<file path="src/hw/rtl/ppge_pkg.sv">
// Shared types, codes and helpers of the packed pixel palette/gamma expander.
`timescale 1ns / 1ps
`default_nettype none
package ppge_pkg;

  localparam int TBL_AW  = 8;
  localparam int COLOR_W = 24;
  localparam int GEOM_W  = 12;
  localparam int WORD_W  = 32;
  localparam int KIDX_W  = 5;

  // Input operation codes.
  typedef enum logic [1:0] {
    OP_PIXEL  = 2'd0,
    OP_PAL_WR = 2'd1,
    OP_GAM_WR = 2'd2
  } op_t;

  // Bits-per-pixel codes held in the depth register.
  typedef enum logic [2:0] {
    DEPTH_1  = 3'd0,
    DEPTH_2  = 3'd1,
    DEPTH_4  = 3'd2,
    DEPTH_8  = 3'd3,
    DEPTH_16 = 3'd4,
    DEPTH_24 = 3'd5
  } depth_t;

  // Configuration register indexes.
  typedef enum logic [1:0] {
    REG_DEPTH  = 2'd0,
    REG_WIDTH  = 2'd1,
    REG_HEIGHT = 2'd2
  } cfg_reg_t;

  // Work kinds held in the queue between front and back.
  typedef enum logic [1:0] {
    KIND_PIXEL  = 2'd0,
    KIND_PAL_WR = 2'd1,
    KIND_GAM_WR = 2'd2
  } kind_t;

  // For table writes, data holds {entry_index, entry_color}.
  typedef struct packed {
    kind_t               kind;
    logic [WORD_W-1:0]   data;
  } q_entry_t;

  typedef struct packed {
    logic                pal_en;
    logic                gam_en;
    logic [TBL_AW-1:0]   idx;
    logic [COLOR_W-1:0]  color;
  } tbl_wr_t;

  typedef struct packed {
    logic [TBL_AW-1:0]   idx;
    logic                direct;
    logic [COLOR_W-1:0]  rgb;
    logic                word_done;
    logic                line_end;
    logic                frame_end;
  } pix_t;

  // Widen a 5-bit channel to 8 bits by repeating its top bits.
  function automatic logic [7:0] widen5(input logic [4:0] c);
    widen5 = {c, c[4:2]};
  endfunction

endpackage
`default_nettype wire

</file>
<file path="src/hw/rtl/ppge_front.sv">
// Front end: accept input items, drop those that do nothing, queue the rest.
`timescale 1ns / 1ps
`default_nettype none
module ppge_front (
  input  wire logic                          in_valid,
  input  wire logic [1:0]                    in_operation,
  input  wire logic [ppge_pkg::WORD_W-1:0]   in_pixel_word,
  input  wire logic [ppge_pkg::TBL_AW-1:0]   in_entry_index,
  input  wire logic [ppge_pkg::COLOR_W-1:0]  in_entry_color,
  input  wire logic                          width_zero,
  input  wire logic                          q_full,
  output logic                               in_stall,
  output logic                               push,
  output ppge_pkg::q_entry_t                 push_entry
);
  import ppge_pkg::*;

  logic keep;

  assign in_stall = q_full;

  always_comb begin
    keep            = 1'b0;
    push_entry.kind = KIND_PIXEL;
    push_entry.data = in_pixel_word;
    case (op_t'(in_operation))
      OP_PIXEL: begin
        // a zero-width line produces nothing and moves no counter
        keep = !width_zero;
      end
      OP_PAL_WR: begin
        keep            = 1'b1;
        push_entry.kind = KIND_PAL_WR;
        push_entry.data = {in_entry_index, in_entry_color};
      end
      OP_GAM_WR: begin
        keep            = 1'b1;
        push_entry.kind = KIND_GAM_WR;
        push_entry.data = {in_entry_index, in_entry_color};
      end
      default: begin
        keep = 1'b0;
      end
    endcase
  end

  assign push = in_valid && !q_full && keep;

endmodule
`default_nettype wire

</file>
<file path="config.mk">
export PLATFORM = sky130hd
export DESIGN_NAME = ppge_front
export DESIGN_NICKNAME = d
export VERILOG_FILES = /design/src/hw/rtl/ppge_pkg.sv /design/src/hw/rtl/ppge_front.sv
export SDC_FILE = /design/constraint.sdc
export NUM_CORES = 1
export LEC_CHECK = 0
export BUFFER_PORTS_ARGS = -buffer_cell sky130_fd_sc_hd__buf_2
export CORE_UTILIZATION = 36
export DETAILED_ROUTE_END_ITERATION = 7
export PLACE_DENSITY = 0.89
export SLEW_MARGIN = 20
export SYNTH_ARGS = -nofsm -noshare
export SYNTH_HDL_FRONTEND = slang
export SYNTH_SLANG_ARGS = --single-unit
</file>
<file path="constraint.sdc">
create_clock -name vclk -period 2.47
set_input_delay 0.494 -clock vclk [all_inputs]
set_output_delay 0.494 -clock vclk [all_outputs]
set_load 0.01 [all_outputs]
</file>
* After elaboration in Yosys (flattened, before gate mapping) *
Cells that the tools add are included.

word-level totals
  flip-flop bits (word level) = 0
  latch bits = 0
  memory bits (writable) = 0
  memory bits (read-only) = 0
  input bits = 69
  output and inout port bits = 36
  logic and storage cells = 10
  memories kept = 0

cells by class
  add/sub/neg operators = 0
  multipliers = 0
  divide/modulo/power cells = 0
  order comparisons = 0
  equal/unequal tests = 2
  shift-type cells = 0
  muxes and demuxes = 2
  bitwise gates (word level) = 0
  reduce and logical (&&, ||, !) cells = 6

operator list
  kind                number
  $pmux 34 s2         1
  $eq 2x1->1 const B  1
  $eq 2x2->1 const B  1
  $logic_and 1x1->1   2
  $logic_not 1->1     2
  $logic_not 2->1     1
  $pmux 1 s2          1
  $reduce_or 2->1     1

* Logic depth before layout (Yosys ltp) *
  depth after elaboration = 4
  mapped depth = 6
  gate-level depth less buffers = 4

* Least setup slack after synthesis *
Ideal clock, no wire load.

  path kind = input -> output
  from = input port in_operation[0]
  to = output port push_entry[28] in the netlist's numbering
  data arrival time = 1.379 ns
  required time = 1.976 ns
  slack = 0.597 ns
  cell stages on the path = 5
  path buffers = 2
  cell sequence = inv_1 > ha_1 > buf_6 > buf_6 > o22ai_1

RTL lines
  element      RTL line          source
  from (decl)  ppge_front.sv:6   input wire logic [1:0] in_operation,
  to (decl)    ppge_front.sv:14  output ppge_pkg::q_entry_t push_entry

==> impl_metrics.sql <==
INSERT INTO impl_metrics (metric_group, metric, value, unit) VALUES
('run_status', 'run_status', 'complete, no violations', ''),
('layout', 'num-clock-buffers', '0', ''),
('worst_hold_path', 'worst_hold_path_type', 'in2out', ''),
('route', 'via_per_inst', '4.45', ''),
('timing', 'maxSlewViolCount', '0', ''),
('worst_setup_path', 'path_common_cell', 'sky130_fd_sc_hd__buf_2', ''),
('worst_setup_path', 'crit_arrival', '1.70', 'ns'),
('layout', 'final_design_area_no_fill', '1280', 'µm²'),
('worst_setup_path', 'startpoint_type', 'input port', ''),
('place', 'place.port_buffers', '105', ''),
('power_and_ir_drop', 'leakagePower', '0.855', 'nW'),
('clock_tree', 'post_cts_resize_count', '0', ''),
('synth', 'share_of_synthesized_area_occupied_by_flip_flops_and_latches', '0', '%'),
('global_route', 'grt_first_pass_wirelength', '3.65', 'mm'),
('route', 'num_vias', '1086', ''),
('layout', 'numSequentialCells', '0', ''),
('synth', 'syn_area_per_cell', '6.57', 'µm²'),
('floorplanning', 'rows', '16', ''),
('clock_tree', 'holdBufCountCts', '0', ''),
('synth', 'post_synthesis_cell_type_count', '12', ''),
('place', 'placed_cells_incl_taps', '244', ''),
('place', 'gp_congestion', '0.730', ''),
('timing', 'timing.final.hold_violations', '0', ''),
('timing', 'maxSlewHeadroom', '81.3', '%'),
('worst_hold_path', 'min_path_cells', '2', ''),
('worst_hold_path', 'timing.hold.worst.start', 'q_full', ''),
('layout', 'area_growth_syn_to_layout', '64.2', '%'),
('synth', 'yosysWarnings', '0', ''),
('timing', 'fmax', '0.455', 'GHz'),
('floorplanning', 'coreArea', '2000', 'µm²'),
('floorplanning', 'fp.dieArea', '2360', 'µm²'),
('timing', 'final.hold.worst_slack', '1.19', 'ns'),
('route', 'ant_nets', '0', ''),
('route', 'detailedRoute.firstPassIterationCount', '3', ''),
('timing', 'post-route-period-util', '89.0', '%'),
('floorplanning', 'fp.dieW', '48.6', 'µm'),
('worst_setup_path', 'crit_path_cell_trace', 'buf_2 -> inv_1 -> ha_2 -> buf_4 -> nand2_1 -> o22ai_2 -> buf_2', ''),
('timing', 'setup_repair_after_global_routing_missed_its_margin', 'false', ''),
('layout', 'num-fill-cells', '195', ''),
('worst_setup_path', 'required', '1.98', 'ns'),
('worst_hold_path', 'hold_end', 'in_stall', ''),
('place', 'post_dp_cell_area', '1280', 'µm²'),
('global_route', 'overflow', '0', ''),
('worst_setup_path', 'critical_path.slowest_cell', 'sky130_fd_sc_hd__ha_2', ''),
('worst_setup_path', 'critPathCaptureType', 'output port', ''),
('worst_setup_path', 'timing.critical_path.slowest_cell_delay', '0.36', 'ns'),
('timing', 'worst-slew-pin-transition', '0.280', 'ns'),
('timing', 'final.setup.tns', '0', 'ns'),
('run', 'maxCapViolations', '0', ''),
('place', 'dp_hpwl', '1.84', 'mm'),
('synth', 'synth.net_count', '194', ''),
('timing', 'layout_min_cycle_time', '2.20', 'ns'),
('clock_tree', 'setup_bufs_post_cts', '0', ''),
('synth', 'synth_area', '782', 'µm²'),
('floorplanning', 'dieHeight', '48.6', 'µm'),
('layout', 'antenna-diode-count', '0', ''),
('route', 'routed_wire_length_per_instance', '9.19', 'µm'),
('layout', 'sequential_cell_area', '0', 'µm²'),
('timing', 'setup_violations', '0', ''),
('global_route', 'first_global_vias', '890', ''),
('route', 'drt-initial-drc-count', '17', ''),
('layout', 'fin_nets', '294', ''),
('worst_setup_path', 'crit_type', 'in2out', ''),
('power_and_ir_drop', 'power_density', '240', 'nW/µm²'),
('global_route', 'antenna_found_initial', '0', ''),
('route', 'drt_wl_total', '2.24', 'mm'),
('synth', 'netlist_instances', '119', ''),
('floorplanning', 'floorplan.initialDensity', '39.1', '%'),
('global_route', 'grt_start_max_net_pins', '36', ''),
('worst_setup_path', 'path_max_fanout', '30', ''),
('layout', 'layout-drive-gt1-share', '60.4', '%'),
('layout', 'fin_cells', '244', ''),
('layout', 'multiInputGateArea', '554', 'µm²'),
('global_route', 'grt.total_usage', '18.0', '%'),
('power_and_ir_drop', 'ir_worst_vdd', '0.234', 'mV'),
('floorplanning', 'io-pin-count', '105', ''),
('route', 'drc', '0', '');
through the flow:
stage | worst slack [ns] | util [%] | total power [mW]
after floorplan | 0.597 | - | 0.202
after detailed placement | 0.269 | 64.1 | 0.310
after global placement | 0.313 | 64.1 | 0.303
final | 0.272 | 64.1 | 0.308
after global routing | 0.134 | 64.1 | 0.338
after CTS | 0.269 | 64.1 | 0.310
metal layers:
| metal | up-vias | share of wire [%] | routed length [µm] | GRT usage, % |
|---|---|---|---|---|
| li1 | 575 | - | - | - |
| met1 | 450 | 39 | 880 | 20.4 |
| met2 | 57 | 50 | 1130 | 35.2 |
| met3 | 4 | 9.4 | 211 | 3.46 |
| met4 | 0 | 1.1 | 25 | 1.96 |
| met5 | - | 0 | 0 | 0 |
kinds of logic (layout without fill, tap and decap cells):
kind of cell               count (synthesis)  after routing  share of synthesized area [%]
adders and majority gates                  6              6                           9.60
buffers and inverters                     45            143                           29.4
and+or+nand+nor                           35             35                           18.1
AOI/OAI and AO/OA                         33             33                           42.9
report_power, final:
part           total, mW  switching, mW  internal, mW
Sequential             0              0             0
Clock                  0              0             0
Combinational      0.308          0.157         0.151
cell usage in the layout, fill, tap and decap left out:
master                    netlist  final
sky130_fd_sc_hd__buf_12         0      1
sky130_fd_sc_hd__nor2_4         1      1
sky130_fd_sc_hd__buf_4          4      3
sky130_fd_sc_hd__o22ai_1       12     12
sky130_fd_sc_hd__buf_2          1    105
sky130_fd_sc_hd__ha_1           6      5
sky130_fd_sc_hd__nand2_1       32     32
sky130_fd_sc_hd__nor2b_1        1      1
sky130_fd_sc_hd__ha_2           0      1
sky130_fd_sc_hd__inv_1         34     34
sky130_fd_sc_hd__o211a_1        1      1
sky130_fd_sc_hd__nor2_1         1      1
sky130_fd_sc_hd__o22ai_2       20     20
worst max-delay path by stage:
stage,from,end,depth (start not counted)
2_1_floorplan,in_operation[0],push_entry[28],5
3_3_place_gp,in_operation[1],push_entry[8],7
3_5_place_dp,in_operation[1],push_entry[19],7
4_1_cts,in_operation[1],push_entry[19],7
5_1_grt,in_operation[1],push_entry[16],7
6_report,in_operation[1],push_entry[13],7
area by class of cell:
type                            instances  share of cell area [%]
Timing Repair Buffer                  109                    44.2
Inverter                               34                    9.94
Multi-Input combinational cell         74                    43.2
Tap cell                               27                    2.63
critical path, delay by kind of cell:
| kind | cells | cell delay (ns) |
|---|---|---|
| AOI/OAI and AO/OA | 1 | 0.10 |
| adders and majority gates | 1 | 0.36 |
| buffers and inverters | 4 | 0.63 |
| and+or+nand+nor | 1 | 0.11 |
synthesized netlist by cell type:
cell	n	area share, %
sky130_fd_sc_hd__o22ai_1	12	9.6
sky130_fd_sc_hd__nand2_1	32	15
sky130_fd_sc_hd__buf_2	1	0.64
sky130_fd_sc_hd__ha_1	6	9.6
sky130_fd_sc_hd__nor2_1	1	0.48
sky130_fd_sc_hd__nor2b_1	1	0.80
sky130_fd_sc_hd__o22ai_2	20	32
sky130_fd_sc_hd__buf_4	4	3.8
sky130_fd_sc_hd__nor2_4	1	1.4
sky130_fd_sc_hd__buf_6	6	8.6
sky130_fd_sc_hd__o211a_1	1	1.3
sky130_fd_sc_hd__inv_1	34	16
(Power assumes the default switching activity.)
