### config.mk
export PLATFORM = sky130hd
export DESIGN_NAME = ppge_seq
export DESIGN_NICKNAME = d
export VERILOG_FILES = /design/src/hw/rtl/ppge_pkg.sv /design/src/hw/rtl/ppge_seq.sv
export SDC_FILE = /design/constraint.sdc
export NUM_CORES = 1
export LEC_CHECK = 0
export ABC_CLOCK_PERIOD_IN_PS = 3460
export BUFFER_PORTS_ARGS = -buffer_cell sky130_fd_sc_hd__buf_4
export CAP_MARGIN = 10
export CORE_ASPECT_RATIO = 0.9
export CORE_MARGIN = 2
export CORE_UTILIZATION = 35
export DETAILED_ROUTE_END_ITERATION = 8
export PLACE_DENSITY = 0.7
export SETUP_SLACK_MARGIN = 0.05
export SYNTH_ARGS = -nofsm -noshare
export SYNTH_HDL_FRONTEND = slang
export SYNTH_SLANG_ARGS = --single-unit
### constraint.sdc
create_clock -name clk -period 3.46 [get_ports clk]
set_clock_uncertainty 0.15 [all_clocks]
set_input_delay 0.519 -clock clk [delete_from_list [all_inputs] [get_ports clk]]
set_output_delay 0.519 -clock clk [all_outputs]
set_load 0.03 [all_outputs]
### src/hw/rtl/ppge_pkg.sv
// Shared types, codes and helpers of the packed pixel palette/gamma expander.
`timescale 1ns / 1ps
`default_nettype none
package ppge_pkg;

  localparam int TBL_AW  = 8;
  localparam int COLOR_W = 24;
  localparam int GEOM_W  = 12;
  localparam int WORD_W  = 32;
  localparam int KIDX_W  = 5;

  // Input operation codes.
  typedef enum logic [1:0] {
    OP_PIXEL  = 2'd0,
    OP_PAL_WR = 2'd1,
    OP_GAM_WR = 2'd2
  } op_t;

  // Bits-per-pixel codes held in the depth register.
  typedef enum logic [2:0] {
    DEPTH_1  = 3'd0,
    DEPTH_2  = 3'd1,
    DEPTH_4  = 3'd2,
    DEPTH_8  = 3'd3,
    DEPTH_16 = 3'd4,
    DEPTH_24 = 3'd5
  } depth_t;

  // Configuration register indexes.
  typedef enum logic [1:0] {
    REG_DEPTH  = 2'd0,
    REG_WIDTH  = 2'd1,
    REG_HEIGHT = 2'd2
  } cfg_reg_t;

  // Work kinds held in the queue between front and back.
  typedef enum logic [1:0] {
    KIND_PIXEL  = 2'd0,
    KIND_PAL_WR = 2'd1,
    KIND_GAM_WR = 2'd2
  } kind_t;

  // For table writes, data holds {entry_index, entry_color}.
  typedef struct packed {
    kind_t               kind;
    logic [WORD_W-1:0]   data;
  } q_entry_t;

  typedef struct packed {
    logic                pal_en;
    logic                gam_en;
    logic [TBL_AW-1:0]   idx;
    logic [COLOR_W-1:0]  color;
  } tbl_wr_t;

  typedef struct packed {
    logic [TBL_AW-1:0]   idx;
    logic                direct;
    logic [COLOR_W-1:0]  rgb;
    logic                word_done;
    logic                line_end;
    logic                frame_end;
  } pix_t;

  // Widen a 5-bit channel to 8 bits by repeating its top bits.
  function automatic logic [7:0] widen5(input logic [4:0] c);
    widen5 = {c, c[4:2]};
  endfunction

endpackage
`default_nettype wire

### src/hw/rtl/ppge_seq.sv
// Back-end sequencer: walk the pixels of a word and track line/frame position.
`timescale 1ns / 1ps
`default_nettype none
module ppge_seq (
  input  wire logic                         clk,
  input  wire logic                         rst_n,
  input  wire ppge_pkg::depth_t             depth,
  input  wire logic [ppge_pkg::GEOM_W-1:0]  line_width,
  input  wire logic [ppge_pkg::GEOM_W-1:0]  frame_height,
  input  wire logic                         pos_clear,
  input  wire logic                         adv,
  input  wire ppge_pkg::q_entry_t           head,
  input  wire logic                         q_empty,
  output logic                              pop,
  output logic                              iss_valid,
  output ppge_pkg::pix_t                    iss_pix,
  output ppge_pkg::tbl_wr_t                 tbl_wr
);
  import ppge_pkg::*;

  logic [KIDX_W-1:0]  k_r;
  logic [GEOM_W-1:0]  col_r;
  logic [GEOM_W-1:0]  row_r;
  logic [KIDX_W-1:0]  k_nxt;
  logic [GEOM_W-1:0]  col_nxt;
  logic [GEOM_W-1:0]  row_nxt;

  logic               go;
  logic               is_pixel;
  logic [KIDX_W-1:0]  last_k;
  logic [KIDX_W-1:0]  shamt;
  logic [WORD_W-1:0]  shifted;
  logic [15:0]        half;
  logic               eol;
  logic               eof;
  logic               last_px;

  assign go       = adv && !q_empty;
  assign is_pixel = (head.kind == KIND_PIXEL);

  always_comb begin
    case (depth)
      DEPTH_1:  last_k = KIDX_W'(31);
      DEPTH_2:  last_k = KIDX_W'(15);
      DEPTH_4:  last_k = KIDX_W'(7);
      DEPTH_8:  last_k = KIDX_W'(3);
      DEPTH_16: last_k = KIDX_W'(1);
      default:  last_k = '0;
    endcase
  end

  // bring pixel k of an indexed word to the top of the word
  assign shamt   = KIDX_W'(k_r << depth[1:0]);
  assign shifted = head.data << shamt;
  assign half    = (k_r == '0) ? head.data[31:16] : head.data[15:0];

  assign eol = ({1'b0, col_r} + 13'd1) >= {1'b0, line_width};
  assign eof = eol && (frame_height != '0) &&
               (({1'b0, row_r} + 13'd1) >= {1'b0, frame_height});
  assign last_px = (k_r == last_k) || eol;

  always_comb begin
    iss_pix.idx       = '0;
    iss_pix.direct    = 1'b1;
    iss_pix.rgb       = head.data[23:0];
    iss_pix.word_done = last_px;
    iss_pix.line_end  = eol;
    iss_pix.frame_end = eof;
    case (depth)
      DEPTH_1: begin
        iss_pix.direct = 1'b0;
        iss_pix.idx    = {7'd0, shifted[31]};
      end
      DEPTH_2: begin
        iss_pix.direct = 1'b0;
        iss_pix.idx    = {6'd0, shifted[31:30]};
      end
      DEPTH_4: begin
        iss_pix.direct = 1'b0;
        iss_pix.idx    = {4'd0, shifted[31:28]};
      end
      DEPTH_8: begin
        iss_pix.direct = 1'b0;
        iss_pix.idx    = shifted[31:24];
      end
      DEPTH_16: begin
        iss_pix.rgb = {widen5(half[14:10]), widen5(half[9:5]), widen5(half[4:0])};
      end
      default: begin
        iss_pix.rgb = head.data[23:0];
      end
    endcase
  end

  assign iss_valid    = go && is_pixel;
  assign tbl_wr.pal_en = go && (head.kind == KIND_PAL_WR);
  assign tbl_wr.gam_en = go && (head.kind == KIND_GAM_WR);
  assign tbl_wr.idx    = head.data[31:24];
  assign tbl_wr.color  = head.data[23:0];
  assign pop           = go && (!is_pixel || last_px);

  always_comb begin
    k_nxt   = k_r;
    col_nxt = col_r;
    row_nxt = row_r;
    if (iss_valid) begin
      k_nxt = last_px ? '0 : k_r + 1'b1;
      if (eol) begin
        col_nxt = '0;
        row_nxt = eof ? '0 : row_r + 1'b1;
      end else begin
        col_nxt = col_r + 1'b1;
      end
    end
  end

  always_ff @(posedge clk) begin
    if (!rst_n || pos_clear) begin
      k_r   <= '0;
      col_r <= '0;
      row_r <= '0;
    end else begin
      k_r   <= k_nxt;
      col_r <= col_nxt;
      row_r <= row_nxt;
    end
  end

`ifndef SYNTHESIS
  a_col_in_line: assert property (@(posedge clk) disable iff (!rst_n)
    (line_width != '0) |-> (col_r < line_width))
    else $error("column position past line width");

  a_k_in_word: assert property (@(posedge clk) disable iff (!rst_n)
    k_r <= last_k)
    else $error("pixel slot past end of word");

  a_eol_wraps: assert property (@(posedge clk) disable iff (!rst_n)
    (iss_valid && iss_pix.line_end && !pos_clear) |=> (col_r == '0))
    else $error("column not restarted after line end");
`endif

endmodule
`default_nettype wire

== After elaboration in Yosys (flattened, before gate mapping) ==
Index checks and enable logic that the tools add are counted.
Widths: inputs -> output; s select.

* Add/sub/neg operators: 5
* Order comparisons: 2
* Eq/ne operators: 7
* Shift-type cells: 2
* Mux-type cells: 7
* Reductions and logical operators: 18

{| class="wikitable"
|+ Operators with widths
! cell !! count
|-
| $pmux 9 s4 || 1
|-
| $shl 32x5->32 || 1
|-
| $add 12x1->13 const B || 2
|-
| $ge 13x12->1 || 2
|-
| $pmux 5 s5 || 1
|-
| $add 12x1->12 const B || 2
|-
| $mux 12 || 2
|-
| $mux 24 || 1
|-
| $mux 15 || 1
|-
| $reduce_bool 12->1 || 1
|-
| $logic_and 1x1->1 || 7
|-
| $eq 3x2->1 const B || 2
|-
| $add 5x1->5 const B || 1
|-
| $eq 5x5->1 || 1
|-
| $logic_not 5->1 || 1
|-
| $mux 5 || 1
|-
| $shl 5x2->5 || 1
|-
| $eq 3x1->1 const B || 1
|-
| $eq 3x3->1 const B || 1
|-
| $logic_not 1->1 || 3
|-
| $logic_not 3->1 || 1
|-
| $logic_or 1x1->1 || 3
|-
| $eq 2x1->1 const B || 1
|-
| $eq 2x2->1 const B || 1
|-
| 2 further kinds || 2
|}

* Register bits: 29
* Output and inout port bits: 72

== Longest topological paths before layout ==
Gate-level depths: netlist of run 1.

* Word-level depth: 6
* Mapped depth: 16
* Mapped depth without buffers: 15

== Worst setup path after synthesis of run 1 ==
OpenSTA, ideal clock, no wires.

* Path type: register -> output
* From: register col_r[0]
* To: output iss_pix[0] (netlist name)
* Data arrival time: 2.753 ns
* Required time: 2.791 ns
* Path slack: 0.038 ns
* Cell stages (with the launch flop): 16
* Path buffers: 3
* Path through: dfxtp_1 -> ha_1 -> nand2_1 -> nor2_1 -> nand2_1 -> xnor2_1 -> ha_1 -> a21o_1 -> a21o_1 -> a21oi_1 -> nor2_1 -> a211o_1 -> buf_2 -> clkbuf_1 -> nor2b_1 -> buf_4

* Word-level cells in the longest chain between the ends: 4

{| class="wikitable"
|+ RTL lines
! element !! RTL line !! RTL
|-
| start, declared || ppge_seq.sv:22 || <nowiki>logic [GEOM_W-1:0] col_r;</nowiki>
|-
| start signal, assigned || ppge_seq.sv:124 || <nowiki>col_r <= col_nxt;</nowiki>
|-
| $add 12x1->13 || ppge_seq.sv:57 || <nowiki>assign eol = ({1'b0, col_r} + 13'd1) >= {1'b0, line_width};</nowiki>
|-
| $ge 13x12->1 || ppge_seq.sv:57 ||
|-
| named net eol || ppge_seq.sv:34 || <nowiki>logic eol;</nowiki>
|-
| $logic_and 1x1->1 (2 in series) || ppge_seq.sv:58 || <nowiki>assign eof = eol && (frame_height != '0) &&</nowiki>
|-
| end, declared || ppge_seq.sv:16 || <nowiki>output ppge_pkg::pix_t iss_pix,</nowiki>
|}

The timed path passes the listed nets, and every way through them passes these cells.

== Worst setup path after layout of run 1 ==
* From: register col_r[1]
* To: output pop

* Word-level cells in the longest chain between the ends: 5

{| class="wikitable"
|+ RTL lines
! element !! RTL line !! RTL
|-
| $add 12x1->13 || ppge_seq.sv:57 ||
|-
| $ge 13x12->1 || ppge_seq.sv:57 ||
|-
| $logic_or 1x1->1 || ppge_seq.sv:60 || <nowiki>assign last_px = (k_r == last_k) || eol;</nowiki>
|-
| $logic_or 1x1->1 || ppge_seq.sv:100 || <nowiki>assign pop = go && (!is_pixel || last_px);</nowiki>
|-
| $logic_and 1x1->1 || ppge_seq.sv:100 ||
|-
| end, declared || ppge_seq.sv:14 || <nowiki>output logic pop,</nowiki>
|}

No other way between the ends.

==> results.toml, run 1 <==
[worst_setup_path]
r2r_cells = 16
critPathRequiredTime_ns = 2.79
cp_slowest_cell = "dfxtp_2"
worstSetupPathType = "reg2out"
slowest_delay_ns = 0.36
r2r-start = "col_r[1]"
start_kind = "flip-flop"
timing.reg2reg.setup_slack_ns = 0.15
crit_chain = "ha_4, nand2_4, nor2_4, nand3_2, nor2_2, xor2_2, ha_1, a21o_1, a21oi_2, o31ai_1, a211o_1, nor2_4, a21oi_2, buf_6"
cp.arrival_ns = 2.86
crit_buf_inv = 1
crit_fanout = 3
r2r_end = "row_r[5]"
crit_family = "compound AO/OA/AOI/OAI gates"
cp-end-kind = "output pin"

[finish]
syn_to_final_growth_pct = 32.6
final_area_sq_mm = 0.00612
diodes = 0
drive_gt1_share_pct = 33.3
final-instance-count-excl-fill = 939
nets = 868

[synth]
yosysMostFrequentCell = "nand2_1"
synth_cells = 659
synth_edf_count = 0
syn_avg_cell_area_sq_um = 7.00
synth_nets = 753
netlist_top_cells_count = "nand2_1 (102), nor2_1 (50), nand3_1 (39)"
ys_seq_elements = 29
yosysSeqAreaShare_pct = 12.6
synth.area.top_cells = "dfxtp_1 (13%), nand2_1 (8.3%), ha_1 (7.6%), mux2i_1 (6.7%), buf_4 (6.2%)"
synthArstFlopShare_pct = 0
synth_top_cell_by_area = "dfxtp_1"
synth.top_cell.area_share_pct = 12.6
syn_area_sq_mm = 0.00462
ys_types = 64
synthFlopType = "dfxtp_1"
yosys_warnings = 0

[timing]
period_needed_ns = 3.53
worst_slack_ns = -0.0672
rsz0062_at_grt = "true"
hold_viol_final = 0
setup_violations = 4
worst_pin_slew_ns = 0.884
max_slew_margin_pct = 41.0
fmax_mhz = 284
period_share_pct = 102
drv_slew = 0

[global_routing]
antenna_found_initial = 0
grt_util_all_layers_pct = 19.7
overflow = 0
grt_first_pass_wirelength_um = 23500
grt_start_max_net_pins = 40
grt_pass1_vias = 4595

[outcome]
status = "complete, but fails checks"
violations = "negative setup slack"

[power]
leakagePower_nw = 2.80
powerDensity_mw_per_mm2 = 205
max-vdd-ir-drop_mv = 0.167
power_mw = 1.25

[placed_design]
dp_hpwl_um = 10900
place_ws_ns = 0.0513
place_congestion = 0.989
io_buffers = 137
placed_area_sq_mm = 0.00569
placedCellCount = 917

[die]
coreArea_sq_mm = 0.0128
ios = 138
start_util_pct = 36.1
fp.dieH_um = 113
die_x_um = 125
die_area_sq_mm = 0.0141
rows = 39

[clock_tree]
htree_levels = 2
cts_root_buf = "clkbuf_16"
hold_buffers = 0
clock_path_buffers = 2
path_clk_slew_ns = 0.05
cts_tree = "yes"
cts_buffers = 5
worstSkewPairLatency_ns = 0.27
cts.sinks = 29

[min_path]
holdCritStartpoint = "row_r[11]"
hold_path_class = "reg2reg"
worstHoldEndpoint = "row_r[11]"
whs_path_depth = 2

[job]
max-cap-violations = 0

[detailed_routing]
dr.pass1.iters = 5
drtAntennaViolNets = 0
wl_per_cell_um = 15.9
num_vias = 5190
first_iter_violations = 402
vias_per_cell = 5.53
drt-total-wl_um = 14900
drc_errors = 0
## routing by layer
metal,wire (um),up-vias,track usage (%)
met1,6670,2414,27.5
met3,1120,13,4.07
met4,114,0,3.70
met2,6990,211,32.0
li1,-,2552,-
met5,0,-,0
## cell families after synthesis
logic type      Yosys count  share of synthesized area (%)
compound gates          153                           22.1
xor+xnor                 21                           3.98
fa+ha+maj                29                           7.81
buf+inv                 114                           13.4
flops                    29                           12.6
mux                      46                           12.6
simple gates            267                           27.6
## tightest hold or removal path: stages (launching register included)
cell and delay (ns):
dfxtp_1 0.31, nand2_1 0.05, nand2_1 0.04
## worst max path at each step
stage / start / end / slack, ns / cells past startpoint
4_1_cts: col_r[1] / pop / 0.05 / 14
5_1_grt: col_r[4] / pop / -0.15 / 13
3_5_place_dp: depth[0] / iss_pix[28] / 0.05 / 9
6_report: col_r[1] / pop / -0.07 / 14
3_3_place_gp: depth[0] / iss_pix[28] / 0.06 / 9
2_1_floorplan: col_r[0] / iss_pix[0] / 0.05 / 15
## timing repair
action                                  CTS  global route
endpoints found under the setup margin    5            28
setup buffers                            11             3
pin swaps                                 9            10
gates resized for setup                  19            30
## cells in the final DEF, fill, tap and decap left out, types with 8 or more instances in the layout
cell type	instances
buf_4	184
nand2_1	99
nor2_1	43
nand3_1	36
a21oi_1	35
inv_1	31
mux2i_1	29
ha_1	27
dfxtp_1	24
a31oi_1	18
o21a_1	18
nor2b_1	13
o21ai_0	13
a211oi_1	12
nand4_1	11
xnor2_1	10
nor3b_1	8
a21o_1	8
## flip-flops by register name, indices dropped and copies added, names as in the netlist
name and cells:
row_r 12, col_r 12, k_r 5
## final cells by class
class	instances	area (sq um)
Clock buffer	7	153
Timing Repair Buffer	190	1470
Inverter	32	120
Fill cell	1275	6660
Sequential cell	29	587
Tap cell	164	205
Multi-Input combinational cell	516	3590
Clock inverter	1	5.00
## report_power, final
part	internal [mW]	switching, mW	total [mW]
registers	0.335	0.000341	0.335
logic	0.192	0.271	0.463
clock network	0.304	0.150	0.454
total	0.831	0.422	1.25
## metrics by stage
step | setup TNS [ns] | hold WS (ns) | util (%)
floorplan | 0 | 0.266 | -
global placement | 0 | 0.281 | 44.5
detailed placement | 0 | 0.286 | 44.5
CTS | 0 | 0.293 | 46.9
global route | -0.428 | 0.308 | 47.9
finish | -0.114 | 0.293 | 47.9
No activity file was read; power rests on OpenSTA's default activity.
==> inputs of run 2 (changes only) <==
Settings changed: BUFFER_PORTS_ARGS -buffer_cell sky130_fd_sc_hd__buf_4 to default, DONT_BUFFER_PORTS from default to 1, PLACE_DENSITY 0.7 to 0.61.
==> results.toml, run 2 (synthesized netlist as in run 1, its figures left out) <==
[outcome]
status = "complete, but fails checks"
violations = "negative setup slack"

[die]
start_util_pct = 36.1
fp.dieH_um = 113
die_x_um = 125
ios = 138
coreArea_sq_mm = 0.0128
die_area_sq_mm = 0.0141
rows = 39

[finish]
fillCellCount = 1286
final-instance-count-excl-fill = 815
syn_to_final_growth_pct = 16.9
diodes = 0
final_util_pct = 42.2
drive_gt1_share_pct = 22.7
top_regs = "col_r: 12 flops, row_r: 12 flops, k_r: 5 flops"
layout_commonest_cell = "nand2_1"
layout_common_cells = "nand2_1 (98), buf_4 (53), nor2_1 (43)"
nets = 744

[clock_tree]
cts.sinks = 29
cts_tree = "yes"
path_clk_slew_ns = 0.05
hold_buffers = 0
htree_levels = 2
cts_root_buf = "clkbuf_16"
cts_buffers = 5
worstSkewPairLatency_ns = 0.27
clock_path_buffers = 2

[worst_setup_path]
cp-end-kind = "output pin"
cp.arrival_ns = 2.82
r2r-start = "col_r[1]"
worstSetupPathType = "reg2out"
critPathRequiredTime_ns = 2.79
crit_fanout = 3
start_kind = "flip-flop"
r2r_end = "k_r[4]"
r2r_cells = 16
timing.reg2reg.setup_slack_ns = 0.20

[detailed_routing]
vias_per_cell = 5.87
wl_per_cell_um = 17.6
drt-total-wl_um = 14300
dr.pass1.iters = 5
first_iter_violations = 382
drtAntennaViolNets = 0
drc_errors = 0
num_vias = 4783

[global_routing]
grt_util_all_layers_pct = 19.0
grt_pass1_vias = 4380
overflow = 0
grt_first_pass_wirelength_um = 22700
antenna_found_initial = 0
grt_start_max_net_pins = 40

[placed_design]
place_congestion = 0.923
io_buffers = 0
place_ws_ns = 0.0122
placedCellCount = 788
dp_hpwl_um = 10400

[power]
max-vdd-ir-drop_mv = 0.213
power_mw = 1.11
leakagePower_nw = 2.28
powerDensity_mw_per_mm2 = 206

[timing]
max_slew_margin_pct = 36.4
fmax_mhz = 287
drv_slew = 0
setup_violations = 2
period_needed_ns = 3.48
hold_viol_final = 0
rsz0062_at_grt = "true"
period_share_pct = 101
worst_pin_slew_ns = 0.952
worst_slack_ns = -0.0245
fin_tns_setup_ns = -0.0332

[min_path]
hold_path_class = "reg2reg"
worstHoldEndpoint = "row_r[11]"
whs_path_depth = 2
holdCritStartpoint = "row_r[11]"

[job]
max-cap-violations = 0
[run 2: cell count changes in the layout (fill, tap and decap cells not counted), moves of 2 or more]
| cell | change |
|---|---|
| buf_4 | -131 |
| dfxtp_1 | -4 |
| dfxtp_4 | +4 |
| buf_6 | +3 |
| and3_1 | -2 |
| and3_4 | +2 |
| buf_12 | +2 |
| nor3b_2 | -2 |
[run 2: worst max path at each step]
stage,start,end,depth (start not counted)
after floorplan,col_r[0],iss_pix[0],15
after global placement,depth[0],iss_pix[28],9
after detailed placement,col_r[1],k_r[4],15
after CTS,col_r[0],pop,14
after global routing,col_r[0],pop,13
final,col_r[1],pop,15
[run 2: critical path: stages, from the launching register on]
cell and delay [ns]:
dfxtp_4 0.36, ha_4 0.15, nand2_4 0.05, nor2_4 0.09
buf_6 0.12, nand2_4 0.06, xnor2_2 0.15, ha_1 0.31
a21o_1 0.17, a21o_1 0.18, a21oi_2 0.10, nor2_1 0.04
a211o_1 0.34, nor2_4 0.19, a21oi_2 0.08, buf_6 0.14
[run 2: what timing repair did]
action                                  in CTS  in global routing
endpoints found under the hold margin        0                  0
endpoints found under the setup margin       9                 18
pin swaps                                   13                 17
setup buffers                               12                  5
gates cloned                                 2                  0
resized for setup                           30                 48
[run 2: report_power, final]
part	total (mW)	switching, mW	internal (mW)
Combinational	0.268	0.164	0.104
Clock	0.510	0.151	0.359
Sequential	0.332	0.000401	0.332
[run 2: stage by stage]
stage | hold slack [ns] | instance area (sq um)
2_1_floorplan | 0.266 | 4620
3_3_place_gp | 0.277 | 4740
3_5_place_dp | 0.282 | 4740
4_1_cts | 0.291 | 5160
5_1_grt | 0.324 | 5390
6_report | 0.292 | 5390
[run 2: layer usage]
metal	wire length, um	track usage, %
met1	6330	25.9
met2	6660	30.8
met3	928	3.03
met4	412	5.93
met5	0	0
[run 2: final cells by class]
class / instances / area, sq um / share of cell area, %
Sequential cell: 29 / 602 / 11.2
Tap cell: 164 / 205 / 3.80
Multi-Input combinational cell: 516 / 3680 / 68.2
Timing Repair Buffer: 66 / 617 / 11.4
Clock buffer: 7 / 143 / 2.64
Clock inverter: 1 / 30.0 / 0.557
Inverter: 32 / 120 / 2.23
