**config.mk**
```make
export PLATFORM = sky130hd
export DESIGN_NAME = ppge_fifo
export DESIGN_NICKNAME = d
export VERILOG_FILES = /design/src/hw/rtl/ppge_pkg.sv /design/src/hw/rtl/ppge_fifo.sv
export SDC_FILE = /design/constraint.sdc
export NUM_CORES = 1
export LEC_CHECK = 0
export BUFFER_PORTS_ARGS = -buffer_cell sky130_fd_sc_hd__buf_2
export CELL_PAD_IN_SITES_DETAIL_PLACEMENT = 0
export CELL_PAD_IN_SITES_GLOBAL_PLACEMENT = 1
export CORE_AREA = 2 2 105 107
export CTS_CLUSTER_DIAMETER = 120
export DETAILED_ROUTE_END_ITERATION = 12
export DIE_AREA = 0 0 107 109
export PLACE_DENSITY = 0.81
export SLEW_MARGIN = 20
export SYNTH_ARGS = -nofsm -noshare
export SYNTH_HDL_FRONTEND = slang
export SYNTH_SLANG_ARGS = --single-unit
```
**constraint.sdc**
```tcl
create_clock -name clk -period 4.8 [get_ports clk]
set_input_delay 0.24 -clock clk [delete_from_list [all_inputs] [get_ports clk]]
set_output_delay 0.24 -clock clk [all_outputs]
set_load 0.005 [all_outputs]
```
**src/hw/rtl/ppge_pkg.sv**
```systemverilog
// Shared types, codes and helpers of the packed pixel palette/gamma expander.
`timescale 1ns / 1ps
`default_nettype none
package ppge_pkg;

  localparam int TBL_AW  = 8;
  localparam int COLOR_W = 24;
  localparam int GEOM_W  = 12;
  localparam int WORD_W  = 32;
  localparam int KIDX_W  = 5;

  // Input operation codes.
  typedef enum logic [1:0] {
    OP_PIXEL  = 2'd0,
    OP_PAL_WR = 2'd1,
    OP_GAM_WR = 2'd2
  } op_t;

  // Bits-per-pixel codes held in the depth register.
  typedef enum logic [2:0] {
    DEPTH_1  = 3'd0,
    DEPTH_2  = 3'd1,
    DEPTH_4  = 3'd2,
    DEPTH_8  = 3'd3,
    DEPTH_16 = 3'd4,
    DEPTH_24 = 3'd5
  } depth_t;

  // Configuration register indexes.
  typedef enum logic [1:0] {
    REG_DEPTH  = 2'd0,
    REG_WIDTH  = 2'd1,
    REG_HEIGHT = 2'd2
  } cfg_reg_t;

  // Work kinds held in the queue between front and back.
  typedef enum logic [1:0] {
    KIND_PIXEL  = 2'd0,
    KIND_PAL_WR = 2'd1,
    KIND_GAM_WR = 2'd2
  } kind_t;

  // For table writes, data holds {entry_index, entry_color}.
  typedef struct packed {
    kind_t               kind;
    logic [WORD_W-1:0]   data;
  } q_entry_t;

  typedef struct packed {
    logic                pal_en;
    logic                gam_en;
    logic [TBL_AW-1:0]   idx;
    logic [COLOR_W-1:0]  color;
  } tbl_wr_t;

  typedef struct packed {
    logic [TBL_AW-1:0]   idx;
    logic                direct;
    logic [COLOR_W-1:0]  rgb;
    logic                word_done;
    logic                line_end;
    logic                frame_end;
  } pix_t;

  // Widen a 5-bit channel to 8 bits by repeating its top bits.
  function automatic logic [7:0] widen5(input logic [4:0] c);
    widen5 = {c, c[4:2]};
  endfunction

endpackage
`default_nettype wire

```
**src/hw/rtl/ppge_fifo.sv**
```systemverilog
// Short queue between the classifying front end and the pixel back end.
`timescale 1ns / 1ps
`default_nettype none
module ppge_fifo #(
  parameter int DEPTH = 4
) (
  input  wire logic              clk,
  input  wire logic              rst_n,
  input  wire logic              push,
  input  wire ppge_pkg::q_entry_t push_entry,
  input  wire logic              pop,
  output ppge_pkg::q_entry_t     head,
  output logic                   empty,
  output logic                   full
);
  import ppge_pkg::*;

  localparam int PW = (DEPTH > 1) ? $clog2(DEPTH) : 1;
  localparam int CW = $clog2(DEPTH + 1);

  q_entry_t        mem_r [DEPTH];
  logic [PW-1:0]   wr_ptr_r;
  logic [PW-1:0]   rd_ptr_r;
  logic [CW-1:0]   count_r;
  logic [PW-1:0]   wr_ptr_nxt;
  logic [PW-1:0]   rd_ptr_nxt;

  assign empty = (count_r == '0);
  assign full  = (count_r == CW'(DEPTH));
  assign head  = mem_r[rd_ptr_r];

  assign wr_ptr_nxt = (wr_ptr_r == PW'(DEPTH - 1)) ? '0 : wr_ptr_r + 1'b1;
  assign rd_ptr_nxt = (rd_ptr_r == PW'(DEPTH - 1)) ? '0 : rd_ptr_r + 1'b1;

  always_ff @(posedge clk) begin
    if (push) begin
      mem_r[wr_ptr_r] <= push_entry;
    end
  end

  always_ff @(posedge clk) begin
    if (!rst_n) begin
      wr_ptr_r <= '0;
      rd_ptr_r <= '0;
      count_r  <= '0;
    end else begin
      if (push) begin
        wr_ptr_r <= wr_ptr_nxt;
      end
      if (pop) begin
        rd_ptr_r <= rd_ptr_nxt;
      end
      if (push && !pop) begin
        count_r <= count_r + 1'b1;
      end else if (pop && !push) begin
        count_r <= count_r - 1'b1;
      end
    end
  end

endmodule
`default_nettype wire

```
* Yosys cells after proc, flatten, opt, wreduce, memory -nomap -nowiden *
Memory sizes are Yosys's and may differ from the RTL's. A register that Yosys moved wholly into a read port is not among the register bits.
Cells that the tools add are included.

cells by class
  div/mod/pow operators = 0
  shift-type cells = 0
  multiplexer cells = 8
  add/sub/neg operators = 4
  multiply operators = 0
  reduce and logical (&&, ||, !) cells = 6
  bitwise logic cells = 0
  equal/unequal tests = 3
  magnitude comparators = 0

operator list
  cell                   count
  $mux W2                4
  $mux W3                2
  $add A2 B1 Y2 const B  2
  $eq A2 B2 Y1 const B   2
  $add A3 B1 Y3 const B  1
  $eq A3 B3 Y1 const B   1
  $logic_not A3 Y1       1
  $sub A3 B1 Y3 const B  1
  $logic_and A1 B1 Y1    2
  $logic_not A1 Y1       2
  $mux W1                2
  $reduce_bool A2 Y1     1

word-level totals
  register bits after elaboration = 7
  memories = 1
  latch bits = 0
  input bits = 38
  output and inout port bits = 36
  RAM bits = 136
  word-level logic and storage cells = 25
  bits in read-only memories = 0

memory list
  name   words  width  read ports  clocked after memory_dff  wr ports  RTL line         source
  mem_r  4      34     1           1                         1         ppge_fifo.sv:21  q_entry_t mem_r [DEPTH];

* Logic depth before layout (Yosys ltp) *
Gate-level depths: netlist of run 1.

  depth after elaboration = 4
  depth in mapped cells = 7
  mapped depth without buffers = 7

* Least setup slack after synthesis of run 1 *
No wires, ideal clock.

  kind = register to register
  start point = register wr_ptr_r[0]
  end point = memory mem_r[3][0] in the netlist's numbering (enable)
  arrival = 1385 ps
  path slack = 3021 ps
  cell stages (with the launch flop) = 3
  library setup time = 394 ps
  data required time = 4406 ps
  period minus slack after synthesis = 1779 ps
  buffers on the path = 0
  cells stage by stage = dfxtp_1 ha_1 and2_1

RTL lines
  item                      RTL line         source
  start: declaration        ppge_fifo.sv:22  logic [PW-1:0] wr_ptr_r;
  start signal: assignment  ppge_fifo.sv:48  wr_ptr_r <= wr_ptr_nxt;
  end: declaration          ppge_fifo.sv:21

No word-level cell before the write port.

==> results of run 1 <==
==> critical path: stages, from the launching register on <==
cell and delay [ns]:
dfxtp_2 0.58, buf_4 0.48, mux4_1 0.62, buf_2 0.14
==> placed cells by master (no fill, tap or decap) <==
cell             n
buf_4            1
nor2_1           1
fa_1             1
edfxtp_1       136
nor3b_1          1
inv_1            4
a21boi_0         1
o21ai_0          1
clkinvlp_4       2
mux4_1           4
inv_6            4
mux4_2          30
clkbuf_8         1
xor2_1           1
dfxtp_2          2
dfxtp_1          7
o21a_1           1
and2_2           4
clkinv_2         1
xnor2_1          1
clkinv_4         4
and2_1           1
mux2i_1          4
or3_1            1
clkbuf_1         1
nor2b_1          5
clkbuf_16       16
bufinv_16        2
clkinv_1         1
dlygate4sd3_1   35
buf_2           73
nor3_1           2
ha_1             6
==> worst max-delay path by stage <==
stage / from / depth (start not counted) / end / slack [ns]
6_report: flip-flop / 3 / head[14] / 2.19
5_1_grt: flip-flop / 3 / head[27] / 2.01
4_1_cts: flip-flop / 3 / head[26] / 2.11
3_5_place_dp: flip-flop / 3 / head[26] / 2.67
3_3_place_gp: flip-flop / 3 / head[26] / 2.66
2_1_floorplan: wr_ptr_r[0] / 2 / mem_r[3][0] / 3.02
==> metrics by stage <==
stage	setup WS, ns	total power, mW	hold slack (ns)	cell area, um2
3_3_place_gp	2.662	1.708	0.4494	5878
6_report	2.195	2.956	0.08901	6800
5_1_grt	2.012	3.062	0.1035	6800
4_1_cts	2.111	2.981	0.06904	6800
2_1_floorplan	3.021	1.624	0.3389	5413
3_5_place_dp	2.672	1.717	0.4592	5878
==> logic make-up (layout without fill, tap and decap cells) <==
| kind of cell | count (synthesis) | count (layout) |
|---|---|---|
| DFF | 145 | 145 |
| AOI/OAI and AO/OA | 3 | 3 |
| and+or+nand+nor | 15 | 15 |
| adders and majority gates | 7 | 7 |
| muxes | 38 | 38 |
| xor gates and xnor gates | 2 | 2 |
| buffers and inverters | 12 | 145 |
==> power breakdown <==
part	leakage (nW)	internal [mW]	switching, mW
logic	0.777	0.127	0.101
clock network	0.274	0.745	0.506
registers	1.32	1.45	0.0297
total	2.38	2.32	0.636
==> sequential cells by signal (all words and copies together), names as in the netlist, named ones only <==
name	count
rd_ptr_r	2
wr_ptr_r	2
count_r	3
mem_r	136
==> layer usage <==
metal  wire length, um  share of wire
met3               369          0.041
met1              3867           0.43
met2              4639           0.52
met4                97          0.011
met5                 0              0
==> area by class of cell <==
type	instances	area, um2	share of cell area
Sequential cell	145	4267	0.6274
Multi-Input combinational cell	65	1049	0.1542
Timing Repair Buffer	109	723.2	0.1063
Clock buffer	18	417.9	0.06145
Tap cell	140	175.2	0.02576
Clock inverter	14	153.9	0.02263
Inverter	4	15.01	0.002208
==> repair_timing <==
action                     4_1_cts  5_1_grt
hold buffers                    35        0
hold endpoints to repair       140        0
setup endpoints to repair        0        0
==> impl_metrics.json, run 1 <==
{
  "post-dp-hpwl_mm": 5.225,
  "synthTopCellsByCount": "136 x edfxtp_1, 30 x mux4_2, 9 x dfxtp_1",
  "finalCritPeriodShare": 0.5428,
  "cts-root-buf": "clkbuf_8",
  "synthXorXnorAreaFrac": 0.003236,
  "clkLatencyLatePin_ns": 0.52,
  "hold_class": "in2reg",
  "drc_errors": 0,
  "ios": 74,
  "cts.sinks": 145,
  "synth_seq_area_share": 0.7878,
  "cts_buffers": 17,
  "antenna_found_initial": 0,
  "synthAdderAreaFrac": 0.01757,
  "grt_overflow": 0,
  "synth_edf_count": 136,
  "drt_first_pass_iters": 4,
  "cts_resized": 0,
  "finish.utilization": 0.6414,
  "start_util": 0.5105,
  "die_w_um": 107,
  "die_y_um": 109,
  "hp-start": "pop",
  "rsz0062_at_grt": "false",
  "synth_seq_cells": 145,
  "gp_congestion": 0.6882,
  "grt_pass1_vias": 2723,
  "grt_util_met3": 0.05260,
  "ys.flop_type": "edfxtp_1",
  "synth_fp_nets": 267,
  "synth_compound_area_frac": 0.003699,
  "setup_violations": 0,
  "cts_max_level": 4,
  "hold_viol": 0,
  "powerDensity_nw_per_um2": 434.7,
  "die_area_um2": 11660,
  "diodes": 0,
  "synthTopCellsByArea": "edfxtp_1 75%, mux4_2 12%, dfxtp_1 3.3%",
  "grt_max_degree": 35,
  "drv_cap": 0,
  "reg2reg_depth": 2,
  "outcome": "finished clean",
  "vdd_ir_drop_max_mv": 0.2742,
  "grtUsageMet1": 0.2148,
  "synth_top_cell_by_area": "edfxtp_1",
  "drive_above_1_share": 0.3944,
  "start_kind": "flip-flop",
  "async_reset_ff_frac": 0,
  "fin_crit_ns": 2.605,
  "port_buffers": 73,
  "maxSlewHeadroom": 0.3741,
  "drt-total-wl_mm": 8.975,
  "endpoint_kind": "output pin",
  "fin_skew_ns": 0.01393,
  "muxShareOfSynthArea": 0.1516,
  "wl_per_cell_um": 18.13,
  "max_freq_mhz": 383.8,
  "synthSimpleGateAreaFrac": 0.01664,
  "synth_top_family_by_area": "multiplexers",
  "core_um2": 10600,
  "r2r-end": "mem_r[3][11]",
  "tightest_slew_ns": 0.9389,
  "drt_iter0_markers": 131,
  "std_cell_rows": 38,
  "vias": 2556,
  "grt_util_met2": 0.2757,
  "fillers": 738,
  "synth_area_per_cell_um2": 24.38,
  "worst_ep_required_time_ns": 4.56,
  "yosysWarnings": 0,
  "dp.cells": 428,
  "crit_fanout": 23,
  "synth_top_area_frac": 0.7545,
  "grt_pass1_wl_mm": 13.96,
  "grt-busiest-layer": "met2",
  "syn_area_um2": 5413,
  "ant_nets": 0,
  "cts_tree": "done",
  "final_net_count": 387,
  "r2r_slack_ns": 3.02,
  "crit_arrival_ns": 2.37,
  "r2r-start": "wr_ptr_r[0]",
  "tns_ns": 0,
  "worstSetupPathType": "reg2out",
  "viasPerCell": 5.164,
  "holdPathStages": 3,
  "netlist_instances": 222,
  "areaGrowthSynthToFinish_pct": 25.64,
  "synth_cell_type_count": 23,
  "p_leak_nw": 2.375,
  "clk_pin_slew_ns": 0.06,
  "cts_setup_buffers": 0,
  "layoutNonFillerInstCount": 495,
  "grt_use_total": 0.1696,
  "yosysMostFrequentCell": "edfxtp_1",
  "slew_violations": 0,
  "cts_buffer_depth": 2
}
Note: power is estimated with default switching activity, not from simulation.
==> run 2, diff against run 1 <==
--- a/config.mk
+++ b/config.mk
@@ -8,11 +8,11 @@
 export BUFFER_PORTS_ARGS = -buffer_cell sky130_fd_sc_hd__buf_2
 export CELL_PAD_IN_SITES_DETAIL_PLACEMENT = 0
 export CELL_PAD_IN_SITES_GLOBAL_PLACEMENT = 1
-export CORE_AREA = 2 2 105 107
+export CORE_AREA = 2 2 113 115
 export CTS_CLUSTER_DIAMETER = 120
 export DETAILED_ROUTE_END_ITERATION = 12
-export DIE_AREA = 0 0 107 109
-export PLACE_DENSITY = 0.81
+export DIE_AREA = 0 0 115 117
+export PLACE_DENSITY = 0.74
 export SLEW_MARGIN = 20
 export SYNTH_ARGS = -nofsm -noshare
 export SYNTH_HDL_FRONTEND = slang
==> constraint.sdc (replaced) <==
create_clock -name clk -period 2.3 [get_ports clk]
set_input_delay 0.115 -clock clk [delete_from_list [all_inputs] [get_ports clk]]
set_output_delay 0.115 -clock clk [all_outputs]
set_load 0.005 [all_outputs]
==> run 2 against run 1 <==
Sequential share of layout area down 0.82 points. Design area rose by 1.3%. First-iteration DRC count is 41% higher. Wire length rose by 1.6%. Worst setup slack got worse by 1.9 ns. Sequential cell count stayed put. Utilization decreased by 8.2 points. Clock power is 100% higher. Worst hold slack got worse by 0.0020 ns. Die area up 15%. Global-route usage fell by 2.4 points. Critical path depth unchanged. Critical endpoint is now head[26]. Largest power group unchanged. Highest routed layer unchanged.
==> impl_metrics.json, run 2 (synthesized netlist as in run 1, its figures left out) <==
{
  "drt_first_pass_iters": 4,
  "start_kind": "flip-flop",
  "worst_ep_required_time_ns": 2.18,
  "reg2reg_depth": 3,
  "grt_max_degree": 35,
  "crit_arrival_ns": 1.89,
  "die_w_um": 115,
  "antenna_found_initial": 0,
  "fin_skew_ns": 0.005472,
  "setup_violations": 0,
  "layoutNonFillerInstCount": 513,
  "clkPwrFrac": 0.413,
  "areaGrowthSynthToFinish_pct": 27.30,
  "p_sw_mw": 1.242,
  "dp.cells": 446,
  "powerDensity_nw_per_um2": 887.4,
  "cts_buffer_depth": 2,
  "r2r-start": "wr_ptr_r[0]",
  "setup_ws_ns": 0.2904,
  "hold_class": "in2reg",
  "hold_viol": 0,
  "total_power_mw": 6.114,
  "ant_nets": 0,
  "slowest_delay_ns": 0.59,
  "port_buffers": 73,
  "reg_top3": "mem_r: 136 flops, count_r: 3 flops",
  "cts.sinks": 145,
  "diodes": 0,
  "largest_register_ffs": 136,
  "crit_fanout": 10,
  "combPwrFrac": 0.085,
  "hp-start": "pop",
  "sw_frac_of_total": 0.2032,
  "drv_cap": 0,
  "gp_congestion": 0.6905,
  "grt_overflow": 0,
  "slew_violations": 0,
  "holdPathStages": 3,
  "final_net_count": 395,
  "final_common_cell": "edfxtp_1",
  "core_um2": 12310,
  "hold_slack_ns": 0.08700,
  "cts-root-buf": "clkbuf_16",
  "maxSlewHeadroom": 0.4035,
  "tightest_slew_ns": 0.8947,
  "post-dp-hpwl_mm": 5.753,
  "internal-power_mw": 4.872,
  "vdd_ir_drop_max_mv": 0.5754,
  "rsz0062_at_grt": "false",
  "vias": 2557,
  "crit_slowest_cell": "mux4_1",
  "wl_per_cell_um": 17.77,
  "tns_ns": 0,
  "drt-total-wl_mm": 9.115,
  "worstPathCellList": "buf_4, mux4_1, buf_2",
  "finalCritPeriodShare": 0.8737,
  "clk_pin_slew_ns": 0.05,
  "drc_errors": 0,
  "grt_use_total": 0.1459,
  "clkLatencyLatePin_ns": 0.41,
  "outcome": "finished clean",
  "cts_tree": "done",
  "std_cell_rows": 41,
  "p_seq_frac": 0.502,
  "die_y_um": 117,
  "worstSetupPathType": "reg2out",
  "drt_iter0_markers": 185,
  "viasPerCell": 4.984,
  "fillers": 930,
  "max_freq_mhz": 497.6,
  "cts_max_level": 4,
  "die_area_um2": 13460,
  "grt_pass1_vias": 2683,
  "p_leak_nw": 2.421,
  "cts_buffers": 17,
  "top_register": "mem_r",
  "start_util": 0.4396,
  "pre_cts_ws_ns": 0.5533,
  "r2r-end": "mem_r[2][14]",
  "endpoint_kind": "output pin",
  "fin_crit_ns": 2.010,
  "drive_above_1_share": 0.3967,
  "grt_pass1_wl_mm": 14.00,
  "r2r_slack_ns": 0.59,
  "ios": 74,
  "cts_setup_buffers": 0,
  "final_cell_mix": "136 x edfxtp_1, 73 x buf_2, 35 x dlygate4sd3_1, 30 x mux4_2, 17 x clkbuf_16"
}
-- run 2: layer usage --
metal | vias to the layer above | track usage | routed length (um)
met2 | 56 | 0.2431 | 4722
li1 | 1190 | - | -
met3 | 15 | 0.05510 | 359
met5 | - | 0 | 0
met1 | 1296 | 0.1748 | 3880
met4 | 0 | 0.05462 | 153
-- run 2: timing repair --
action                                  CTS  global route
endpoints found under the setup margin    0             0
gates resized for setup                   0             0
hold endpoints to repair                139             0
hold buffers                             35             0
-- run 2: final cells by class --
class                      instances  area [um2]  area share
inverter                           4       15.01    0.002179
clock inverter                    14       122.6     0.01780
sequential                       145        4267      0.6192
timing repair buffer             117       820.8      0.1191
clock buffer                      18       429.2     0.06228
tap                              150       187.7     0.02724
multi-input combinational         65        1049      0.1522
-- run 2: worst max-delay path by stage --
stage,to,slack [ns],cells after the start
after floorplan,mem_r[3][0],0.52,2
after global placement,mem_r[2][1],0.57,3
after detailed placement,mem_r[2][1],0.55,3
after CTS,head[26],0.23,3
after global routing,head[26],0.17,3
final,head[26],0.29,3
-- run 2: power by group through the flow --
stage          Sequential [mW]  Clock (mW)  Combinational (mW)
6_report                  3.07        2.53               0.519
5_1_grt                   3.08        2.70               0.575
4_1_cts                   3.07        2.58               0.536
3_5_place_dp              3.13           0               0.488
3_3_place_gp              3.12           0               0.477
2_1_floorplan             3.10           0               0.286
-- run 2: per-stage QoR --
stage	instance area, um2	utilization
2_1_floorplan	5413	-
3_3_place_gp	5988	0.4864
3_5_place_dp	5988	0.4864
4_1_cts	6890	0.5597
5_1_grt	6890	0.5597
6_report	6890	0.5597
-- run 2: critical path, delay by kind of cell, from the launching register on --
family | cells | cell delay [ns]
DFF | 1 | 0.46
buffers and inverters | 2 | 0.43
muxes | 1 | 0.59
==> run 3, diff against run 2 <==
--- a/config.mk
+++ b/config.mk
@@ -5,13 +5,14 @@
 export SDC_FILE = /design/constraint.sdc
 export NUM_CORES = 1
 export LEC_CHECK = 0
+export ABC_AREA = 1
 export BUFFER_PORTS_ARGS = -buffer_cell sky130_fd_sc_hd__buf_2
 export CELL_PAD_IN_SITES_DETAIL_PLACEMENT = 0
 export CELL_PAD_IN_SITES_GLOBAL_PLACEMENT = 1
-export CORE_AREA = 2 2 113 115
+export CORE_AREA = 2 2 119 121
 export CTS_CLUSTER_DIAMETER = 120
 export DETAILED_ROUTE_END_ITERATION = 12
-export DIE_AREA = 0 0 115 117
+export DIE_AREA = 0 0 121 123
 export PLACE_DENSITY = 0.74
 export SLEW_MARGIN = 20
 export SYNTH_ARGS = -nofsm -noshare
==> run 3 against run 2 <==
Cell count increased by 36%. Wire length increased by 26%. Clock power increased by 6%. Die area increased by 11%. Utilization decreased by 3.4 points. Register-to-register slack got worse by 0.09 ns. Worst setup slack got worse by 0.020 ns. Count of clock-buffer cells in the layout increased by 1. Sequential cell count unchanged. Synthesized cell count increased by 75%. Synthesized area increased by 5.4%.
==> impl_metrics.json, run 3 <==
{
  "synth_seq_cells": 145,
  "synth_seq_area_share": 0.7474,
  "clkLatencyLatePin_ns": 0.42,
  "slowest_delay_ns": 0.44,
  "rsz0062_at_grt": "false",
  "tns_ns": 0,
  "async_reset_ff_frac": 0,
  "grt_pass1_wl_mm": 18.10,
  "largest_register_ffs": 136,
  "start_kind": "flip-flop",
  "layoutNonFillerInstCount": 696,
  "netlist_instances": 388,
  "ios": 74,
  "drc_errors": 0,
  "worstPathCellList": "inv_6, o21ai_1, o22ai_1, buf_2",
  "vias": 3475,
  "syn_area_um2": 5705,
  "finalCritPeriodShare": 0.8825,
  "yosysMostFrequentCell": "edfxtp_1",
  "cts-root-buf": "clkbuf_16",
  "reg_top3": "mem_r: 136 flops, count_r: 3 flops",
  "drive_above_1_share": 0.2946,
  "final_net_count": 549,
  "die_area_um2": 14880,
  "wl_per_cell_um": 16.48,
  "synth_fp_nets": 433,
  "hold_class": "in2reg",
  "synthTopCellsByArea": "edfxtp_1 72%, o21ai_0 5.8%, o22ai_2 4.4%",
  "diodes": 0,
  "setup_violations": 0,
  "synth_cell_type_count": 24,
  "final_common_cell": "edfxtp_1",
  "max_freq_mhz": 492.7,
  "worstSetupPathType": "reg2out",
  "drt-total-wl_mm": 11.47,
  "cts_max_level": 4,
  "combPwrFrac": 0.098,
  "crit_slowest_cell": "inv_6",
  "final_cell_mix": "136 x edfxtp_1, 73 x buf_2, 66 x o21ai_0, 56 x nor2_1, 35 x dlygate4sd3_1",
  "ys.flop_type": "edfxtp_1",
  "clkPwrFrac": 0.420,
  "hold_viol": 0,
  "dp.cells": 630,
  "synth_area_per_cell_um2": 14.70,
  "drt_iter0_markers": 232,
  "viasPerCell": 4.993,
  "p_sw_mw": 1.392,
  "gp_congestion": 0.7312,
  "die_y_um": 123,
  "port_buffers": 73,
  "tightest_slew_ns": 0.6061,
  "sw_frac_of_total": 0.2195,
  "fillers": 1148,
  "ant_nets": 0,
  "synth_top_cell_by_area": "edfxtp_1",
  "synth_top_area_frac": 0.7158,
  "fin_skew_ns": 0.004746,
  "worst_ep_required_time_ns": 2.18,
  "grt_pass1_vias": 3495,
  "yosysWarnings": 0,
  "std_cell_rows": 43,
  "antenna_found_initial": 0,
  "core_um2": 13610,
  "cts_tree": "done",
  "crit_arrival_ns": 1.91,
  "start_util": 0.4192,
  "internal-power_mw": 4.951,
  "finish.utilization": 0.5257,
  "cts_setup_buffers": 0,
  "outcome": "finished clean",
  "crit_fanout": 68,
  "total_power_mw": 6.343,
  "maxSlewHeadroom": 0.5934,
  "slew_violations": 0,
  "top_register": "mem_r",
  "fin_crit_ns": 2.030,
  "areaGrowthSynthToFinish_pct": 25.42,
  "grt_overflow": 0,
  "cts_buffer_depth": 2,
  "vdd_ir_drop_max_mv": 0.5651,
  "drv_cap": 0,
  "die_w_um": 121,
  "post-dp-hpwl_mm": 6.756,
  "powerDensity_nw_per_um2": 886.4,
  "grt_max_degree": 69,
  "synthTopCellsByCount": "136 x edfxtp_1, 66 x o21ai_0, 56 x nor2_1",
  "drt_first_pass_iters": 4,
  "endpoint_kind": "output pin",
  "grt_use_total": 0.1647,
  "cts_buffers": 17,
  "synth_edf_count": 136,
  "cts.sinks": 145,
  "p_seq_frac": 0.481,
  "clk_pin_slew_ns": 0.05,
  "p_leak_nw": 2.577
}
==> run 3: cell types whose count changed in the layout (fill, tap and decap cells not counted), sizes merged, moves of 8 or more <==
cell	change
inv	+8
mux4	-34
nand2	+8
nor2	+75
o22ai	+34
o21ai	+70
==> run 3: through the flow <==
stage                     worst slack, ns  hold slack (ns)  cell area [um2]
after global routing               0.1795          0.07262             7156
after floorplan                    0.6501           0.2139             5705
final                              0.2702          0.04312             7156
after CTS                          0.2784          0.03316             7156
after global placement             0.5398           0.3272             6230
after detailed placement           0.4822           0.3338             6230
==> run 3: path summary, 6_finish.rpt <==
kind | start | to | slack [ns] | cells past startpoint
worst max-delay path | flip-flop | head[16] | 0.27 | 4
worst min-delay path | pop | rd_ptr_r[1] | 0.04 | 3
worst max register to register | wr_ptr_r[1] | mem_r[1][7] | 0.50 | 5
worst min register to register | wr_ptr_r[1] | wr_ptr_r[1] | 0.53 | 2
==> run 3: critical path, delay by kind of cell (launching register included) <==
kind	cells	cell delay, ns
buffers and inverters	2	0.62
AO/OA/AOI/OAI	2	0.41
flip-flops	1	0.41
==> run 3: cell families after synthesis <==
logic type | synth area share
adders and majority gates | 0.01667
buffers and inverters | 0.04079
xor gates and xnor gates | 0.001535
and+or+nand+nor | 0.06952
DFF | 0.7474
AOI/OAI and AO/OA | 0.1241
==> run 3: area by class of cell <==
type | count | area [um2] | share of cell area
Clock buffer | 19 | 432.9 | 0.06050
Inverter | 16 | 65.06 | 0.009093
Clock inverter | 12 | 142.6 | 0.01993
Timing Repair Buffer | 118 | 815.8 | 0.1140
Multi-Input combinational cell | 206 | 1209 | 0.1689
Sequential cell | 145 | 4265 | 0.5961
Tap cell | 180 | 225.2 | 0.03147
==> run 3: timing repair <==
item                      4_1_cts  5_1_grt
hold endpoints to repair      139        0
resized for setup               0        0
hold buffers                   35        0
==> run 3: power groups by stage <==
| stage | clock, mW | sequential (mW) | combinational, mW |
|---|---|---|---|
| after floorplan | 0 | 3.10 | 0.357 |
| after global placement | 0 | 3.10 | 0.571 |
| after detailed placement | 0 | 3.11 | 0.586 |
| after CTS | 2.72 | 3.06 | 0.634 |
| after global routing | 2.83 | 3.06 | 0.699 |
| final | 2.67 | 3.05 | 0.623 |
==> run 3: layer usage <==
layer / routed length [um] / GRT usage
met1: 4904 / 0.2022
met2: 5663 / 0.2658
met3: 625 / 0.04982
met4: 276 / 0.08212
met5: 0 / 0
